**src/rtl/core/bsa_pkg.sv**
```systemverilog
// shared types, constants and helper functions of the bitmap slot allocator
`default_nettype none
package bsa_pkg;

	localparam int SLOTS     = 256;
	localparam int WORD_W    = 64;
	localparam int BIT_W     = 6;
	localparam int SLOT_W    = 8;
	localparam int MAP_WORDS = SLOTS / WORD_W;
	localparam int WORD_AW   = (MAP_WORDS > 1) ? $clog2(MAP_WORDS) : 1;

	localparam logic FUNC_ALLOC   = 1'b0;
	localparam logic FUNC_RELEASE = 1'b1;

	localparam logic STATUS_DONE = 1'b0;
	localparam logic STATUS_FULL = 1'b1;

	typedef struct packed {
		logic              func;
		logic [SLOT_W-1:0] slot_index;
	} req_t;

	typedef struct packed {
		logic              status;
		logic [SLOT_W-1:0] slot_out;
	} rsp_t;

	typedef struct packed {
		logic             full;
		logic [BIT_W-1:0] bit_pos;
	} scan_t;

	typedef enum logic [1:0] {
		ST_IDLE,
		ST_CHK,
		ST_DONE
	} state_t;

	// map word that holds a slot, truncated to the address width
	function automatic logic [WORD_AW-1:0] slot_word(input logic [SLOT_W-1:0] slot);
		logic [15:0] w;
		begin
			w = 16'(slot[SLOT_W-1:BIT_W]);
			return w[WORD_AW-1:0];
		end
	endfunction

	// slot lies inside the map
	function automatic logic slot_in_map(input logic [SLOT_W-1:0] slot);
		begin
			return 16'(slot[SLOT_W-1:BIT_W]) < 16'(MAP_WORDS);
		end
	endfunction

endpackage
`default_nettype wire

```
**src/rtl/core/bsa_ram.sv**
```systemverilog
// generic single-write single-read ram with registered read data
`default_nettype none
module bsa_ram #(
	parameter int WIDTH = 64,
	parameter int DEPTH = 4,
	localparam int AW = (DEPTH > 1) ? $clog2(DEPTH) : 1
) (
	input  wire logic             clk,
	input  wire logic             we,
	input  wire logic [AW-1:0]    waddr,
	input  wire logic [WIDTH-1:0] wdata,
	input  wire logic             re,
	input  wire logic [AW-1:0]    raddr,
	output logic      [WIDTH-1:0] rdata
);

	logic [WIDTH-1:0] mem_q [DEPTH];

	always_ff @(posedge clk) begin
		if (we) begin
			mem_q[waddr] <= wdata;
		end
		if (re) begin
			rdata <= mem_q[raddr];
		end
	end

endmodule
`default_nettype wire

```
**src/rtl/core/bsa_scan.sv**
```systemverilog
// lowest clear bit finder for one map word
`default_nettype none
module bsa_scan
	import bsa_pkg::*;
(
	input  wire logic [WORD_W-1:0] map_word,
	output scan_t                  scan
);

	logic [WORD_W-1:0] first_zero;
	logic [BIT_W-1:0]  pos;

	// isolate the lowest zero as a one-hot word
	assign first_zero = ~map_word & (map_word + WORD_W'(1));

	always_comb begin
		pos = '0;
		for (int i = 0; i < WORD_W; i++) begin
			pos = pos | (first_zero[i] ? BIT_W'(i) : '0);
		end
	end

	assign scan.full    = &map_word;
	assign scan.bit_pos = pos;

endmodule
`default_nettype wire

```
**src/rtl/core/bitmap_slot_allocator.sv**
```systemverilog
// top level of the bitmap slot allocator: control sequencer, map ram and scan unit
`default_nettype none
// The allocator keeps one bit per slot (1 taken, 0 free) in SLOTS/64 map words
// of 64 bits stored in a single ram, all free after reset. Per-word valid flops
// make the map read as zero until a word is first written, so no clearing pass
// is needed and a request can be taken as soon as reset is released. An
// allocate reads map words from word 0 upward, one word per cycle through the
// single ram read port, sets the lowest clear bit of the first word that has
// one and returns word*64+bit (low 8 bits); with every slot taken it returns
// status 1 and slot 0 and leaves the map alone. A release clears the bit of
// slot_index (ignored when that slot is past the map) and echoes slot_index.
// One word is worked on at a time: an accepted request has its map word read
// and then checked, and an allocate goes on to read the next word while each
// word read is full (1 to SLOTS/64 words read). A finished result waits until
// the output register is free, and only then is the next request taken.
// The result sits in an output register, so a new request is taken while an
// earlier result still waits on rsp_stall.
module bitmap_slot_allocator
	import bsa_pkg::*;
(
	input  wire logic clk,
	input  wire logic arst_n,
	input  wire logic req_valid,
	output logic      req_stall,
	input  wire req_t req,
	output logic      rsp_valid,
	input  wire logic rsp_stall,
	output rsp_t      rsp
);

	// sequencer state
	state_t state_q, state_d;

	// word under work
	logic               func_q;
	logic [SLOT_W-1:0]  slot_q;
	logic [WORD_AW-1:0] word_q;
	logic               vld_s1;
	rsp_t               res_q;

	// map word valid flops, cleared at reset
	logic [MAP_WORDS-1:0] vld_q;

	// output register
	logic rsp_valid_q;
	rsp_t rsp_q;

	// ram ports
	logic               rd_en, wr_en;
	logic [WORD_AW-1:0] rd_addr;
	logic [WORD_W-1:0]  rd_data, wr_data, cur_word;

	// control decode
	logic               accept, rsp_free, last_word, res_load, rsp_load;
	rsp_t               res_d;
	scan_t              scan;
	logic [WORD_AW+BIT_W-1:0] slot_num;

	assign accept    = req_valid && !req_stall;
	assign rsp_free  = !rsp_valid_q || !rsp_stall;
	assign last_word = (word_q == WORD_AW'(MAP_WORDS - 1));
	assign cur_word  = vld_s1 ? rd_data : '0;
	assign slot_num  = {word_q, scan.bit_pos};

	bsa_ram #(
		.WIDTH (WORD_W),
		.DEPTH (MAP_WORDS)
	) u_map (
		.clk   (clk),
		.we    (wr_en),
		.waddr (word_q),
		.wdata (wr_data),
		.re    (rd_en),
		.raddr (rd_addr),
		.rdata (rd_data)
	);

	bsa_scan u_scan (
		.map_word (cur_word),
		.scan     (scan)
	);

	// next state
	always_comb begin
		state_d = state_q;
		unique case (state_q)
			ST_IDLE: begin
				if (accept) begin
					state_d = ST_CHK;
				end
			end
			ST_CHK: begin
				// keep scanning only while allocating through full words
				if (func_q == FUNC_RELEASE || !scan.full || last_word) begin
					state_d = ST_DONE;
				end
			end
			ST_DONE: begin
				if (rsp_free) begin
					state_d = ST_IDLE;
				end
			end
			default: state_d = ST_IDLE;
		endcase
	end

	// outputs of the sequencer
	always_comb begin
		req_stall = 1'b1;
		rd_en     = 1'b0;
		rd_addr   = word_q + WORD_AW'(1);
		wr_en     = 1'b0;
		wr_data   = cur_word;
		res_load  = 1'b0;
		res_d     = '{status: STATUS_DONE, slot_out: slot_q};
		rsp_load  = 1'b0;
		unique case (state_q)
			ST_IDLE: begin
				req_stall = 1'b0;
				rd_en     = accept;
				// release reads its own word, allocate starts at word 0
				rd_addr   = (req.func == FUNC_RELEASE) ? slot_word(req.slot_index) : '0;
			end
			ST_CHK: begin
				res_load = (state_d == ST_DONE);
				if (func_q == FUNC_RELEASE) begin
					wr_en   = slot_in_map(slot_q);
					wr_data = cur_word & ~(WORD_W'(1) << slot_q[BIT_W-1:0]);
				end else if (!scan.full) begin
					wr_en   = 1'b1;
					wr_data = cur_word | (WORD_W'(1) << scan.bit_pos);
					res_d   = '{status: STATUS_DONE, slot_out: SLOT_W'(slot_num)};
				end else if (last_word) begin
					res_d = '{status: STATUS_FULL, slot_out: '0};
				end else begin
					rd_en = 1'b1;
				end
			end
			ST_DONE: begin
				rsp_load = rsp_free;
			end
			default: ;
		endcase
	end

	// control registers
	always_ff @(posedge clk or negedge arst_n) begin
		if (!arst_n) begin
			state_q     <= ST_IDLE;
			vld_q       <= '0;
			rsp_valid_q <= 1'b0;
		end else begin
			state_q <= state_d;
			if (wr_en) begin
				vld_q[word_q] <= 1'b1;
			end
			if (rsp_load) begin
				rsp_valid_q <= 1'b1;
			end else if (!rsp_stall) begin
				rsp_valid_q <= 1'b0;
			end
		end
	end

	// payload registers
	always_ff @(posedge clk) begin
		if (accept) begin
			func_q <= req.func;
			slot_q <= req.slot_index;
		end
		if (rd_en) begin
			word_q <= rd_addr;
			vld_s1 <= vld_q[rd_addr];
		end
		if (res_load) begin
			res_q <= res_d;
		end
		if (rsp_load) begin
			rsp_q <= res_q;
		end
	end

	assign rsp_valid = rsp_valid_q;
	assign rsp       = rsp_q;

	// map is written only while a word is checked
	a_wr_in_chk: assert property (@(posedge clk) disable iff (!arst_n)
		wr_en |-> state_q == ST_CHK)
		else $error("map write outside check state");

	// a word is never read and written in the same cycle
	a_no_rw: assert property (@(posedge clk) disable iff (!arst_n)
		!(wr_en && rd_en))
		else $error("map read and write overlap");

	// an accepted request always goes to the check state
	a_accept_chk: assert property (@(posedge clk) disable iff (!arst_n)
		accept |=> state_q == ST_CHK)
		else $error("accepted request not checked");

	// a finished result reaches the output register once it is free
	a_done_out: assert property (@(posedge clk) disable iff (!arst_n)
		(state_q == ST_DONE && rsp_free) |=> (rsp_valid_q && state_q == ST_IDLE))
		else $error("result not delivered");

endmodule
`default_nettype wire

```
**config.mk**
```make
export PLATFORM = sky130hd
export DESIGN_NAME = bitmap_slot_allocator
export DESIGN_NICKNAME = d
export VERILOG_FILES = /design/src/rtl/core/bsa_pkg.sv /design/src/rtl/core/bsa_ram.sv /design/src/rtl/core/bsa_scan.sv /design/src/rtl/core/bitmap_slot_allocator.sv
export SDC_FILE = /design/constraint.sdc
export NUM_CORES = 1
export LEC_CHECK = 0
export ABC_AREA = 0
export ABC_CLOCK_PERIOD_IN_PS = 7320
export BUFFER_PORTS_ARGS = -buffer_cell sky130_fd_sc_hd__buf_2
export CORE_ASPECT_RATIO = 0.5
export CORE_UTILIZATION = 30
export DETAILED_ROUTE_END_ITERATION = 8
export PLACE_DENSITY = 0.4
export SLEW_MARGIN = 10
export SYNTH_ARGS = -nofsm -noshare
export SYNTH_HDL_FRONTEND = slang
export SYNTH_SLANG_ARGS = --single-unit
```
**constraint.sdc**
```tcl
create_clock -name clk -period 7.32 [get_ports clk]
set_clock_uncertainty 0.1 [all_clocks]
set_input_delay 1.83 -clock clk [delete_from_list [all_inputs] [get_ports clk]]
set_output_delay 1.83 -clock clk [all_outputs]
set_load 0.01 [all_outputs]
```
==> results.cfg <==
[final_layout]
nets = 1649
postLayoutCellArea_um2 = 19730
num-fill-cells = 5831
post_route_cells_drive_above_1_share = 0.09903
area_growth_syn_to_layout_pct = 12.07
final_core_util = 0.3423
layout_common_cells = nand2_1 (371), edfxtp_1 (350), and3_1 (87), nand3_1 (72), a31oi_1 (69)
final_common_cell = nand2_1

[synth]
async_flop_share = 0.01961
synth_top_cell_area_share = 0.5970
synth_warnings = 0
yosysUniqueCellTypes = 79
synth_area_leader_cell = edfxtp_1
yosysSeqAreaShare = 0.6070
synth_edf_count = 350
ys_seq_elements = 357
syn_area_um2 = 17600
synth_area_leaders = edfxtp_1 (60%), nand2_1 (7.9%), and3_1 (3.1%), a31oi_1 (2.5%), nand4_1 (2.3%)
synth_cells = 1633
synth_nets = 1650
yosys_most_used_dff = edfxtp_1
syn_avg_cell_area_um2 = 10.78

[setup_path]
worst_setup_path_end_kind = flip-flop
path_class = flip-flop to flip-flop
crit_chain = buf_12, nand3_1, or3_1, nor4_1, nor3_1, o32a_1, and4_4, a21oi_2, nand4_1, a32oi_1
path_delay_family = simple AND/OR/NAND/NOR gates
startpoint_type = flip-flop
cpPeakStageDelay_ns = 1.01
cp_slowest_cell = nor4_1
arrival_ns = 5.75
cp.required_ns = 7.46
cp_max_fo = 87
cp_num_buf_inv = 1

[sta]
slew_headroom = 0.1546
post-route-period-util = 0.7670
final_hold_viol_count = 0
period_minus_slack_ns = 5.615
worst_hold_slack_ns = 0.3261
rsz0062_at_grt = false
worstMarginPinSlew_ns = 1.256
timing.setup.tns_ns = 0
slew_violations = 0
setup_viol_count_final = 0
fmax_ghz = 0.1781

[hold_path]
hold_class = flip-flop to flip-flop

[grt]
grt_max_degree = 88
grt_pass1_vias = 13730
overflow = 0
grt_pass1_wl_um = 113800
antenna_found_initial = 5
gr-usage-all-layers = 0.2776

[cts]
cts_root_buf = clkbuf_16
clock_sinks = 357
cts-buffers-inserted = 35
clockBufferDepth = 3
clk_pin_slew_ns = 0.06
clock_latency_ns = 0.56
hold_buffers = 0
post_cts_resized = 0
postCtsSetupRepairBufs = 0
tritoncts = done
cts_max_level = 2

[floorplanning]
die-area_um2 = 59710
initial_core_util = 0.3054
coreArea_um2 = 57640
fp-row-count = 62
fp.dieW_um = 344.6
ioPinCount = 24
die-height_um = 173.3

[run]
max-cap-violations = 0

[route]
drt-total-wl_um = 83330
drtIter0Drc = 1804
firstDrtPassIters = 6
vias = 14890
vias_per_cell = 6.136
postRouteAntennaNets = 0
wl_per_cell_um = 34.35
remaining_drc_errors = 0

[power_and_ir_drop]
power_leakage_nw = 6.469
p_per_area_nw_per_um2 = 347.5
power_mw = 6.856
ir_drop_v = 0.0001656

[placed_design]
dp_hpwl_um = 62230
placed_area_um2 = 18650
gp_congestion = 1.025
portBuffers = 23

[run_status]
status = finished clean
==> power by group <==
part	internal (mW)	switching (mW)	total (mW)
logic	0.480	1.48	1.96
registers	2.76	0.372	3.13
clock network	0.957	0.808	1.77
total	4.20	2.66	6.86
==> cell families (layout without fill, tap and decap cells) <==
kind of cell | after synthesis | after routing | share of synthesized area
simple gates | 867 | 867 | 0.2493
flops | 357 | 357 | 0.6070
compound gates | 289 | 289 | 0.1143
buf+inv | 116 | 139 | 0.02658
fa+ha+maj | 4 | 4 | 0.002843
other cells | 0 | 2 | 0
==> state kept, by name, indices dropped and copies added (netlist names), 2 cells and up <==
signal,count
vld_q,4
u_map.rdata,64
slot_q,8
state_q,2
res_q,9
word_q,2
u_map.mem_q,256
rsp,9
==> cells in the mapped netlist (4+ instances only) <==
library cell	number
o31ai_1	6
a21oi_1	42
o32a_1	4
nand3b_1	5
nor2b_1	12
nand3_1	72
a21boi_0	7
or3_1	18
nor3_1	33
o211ai_1	22
and3_1	87
a31o_1	10
and2_1	10
o21ai_0	36
o32ai_1	8
clkbuf_1	78
nor4bb_1	5
or4_1	23
nor4b_1	5
and4_1	12
o2bb2ai_1	5
o21bai_1	6
nand2_1	371
o311ai_0	4
buf_2	13
a21o_1	5
buf_1	6
or2_2	13
ha_1	4
inv_1	15
a31oi_1	70
a31o_2	7
o22ai_1	8
edfxtp_1	350
nor4_1	42
nand4_1	65
dfrtp_1	7
nand2b_1	12
a2111oi_0	5
nor2_1	58
==> area by class of cell <==
class	count	area (um^2)	area share
Antenna cell	2	5.005	0.0002537
Inverter	16	62.56	0.003171
Timing Repair Buffer	62	432.9	0.02194
Tap cell	768	960.9	0.04871
Multi-Input combinational cell	1160	6511	0.3300
Clock inverter	19	168.9	0.008562
Sequential cell	357	10690	0.5416
Clock buffer	42	902.1	0.04573
==> final timing paths <==
check	startpoint	depth (start not counted)	slack, ns	end
worst max-delay path	vld_s1	10	1.71	u_map.mem_q[2][5]
worst min-delay path	res_q[6]	0	0.33	rsp[6]
worst max register to register	vld_s1	10	1.71	u_map.mem_q[2][5]
worst min register to register	res_q[6]	0	0.33	rsp[6]
max in group asynchronous	arst_n	1	5.89	rsp_valid
min in group asynchronous	arst_n	1	1.03	vld_q[3]
==> stage by stage <==
stage / worst slack (ns) / instances
6_report: 1.705 / 2426
3_3_place_gp: 1.809 / 2363
4_1_cts: 1.935 / 2424
5_1_grt: 1.626 / 2424
2_1_floorplan: 1.317 / 1633
3_5_place_dp: 1.945 / 2363
==> routing by layer <==
| layer | global-route usage | part of all wire | wire, um |
|---|---|---|---|
| met3 | 0.07456 | 0.097 | 8048 |
| met1 | 0.4408 | 0.49 | 41150 |
| met4 | 0.05734 | 0.022 | 1835 |
| met5 | 0 | 0 | 0 |
| met2 | 0.3682 | 0.39 | 32300 |
Note: power is estimated with default switching activity, not from simulation.
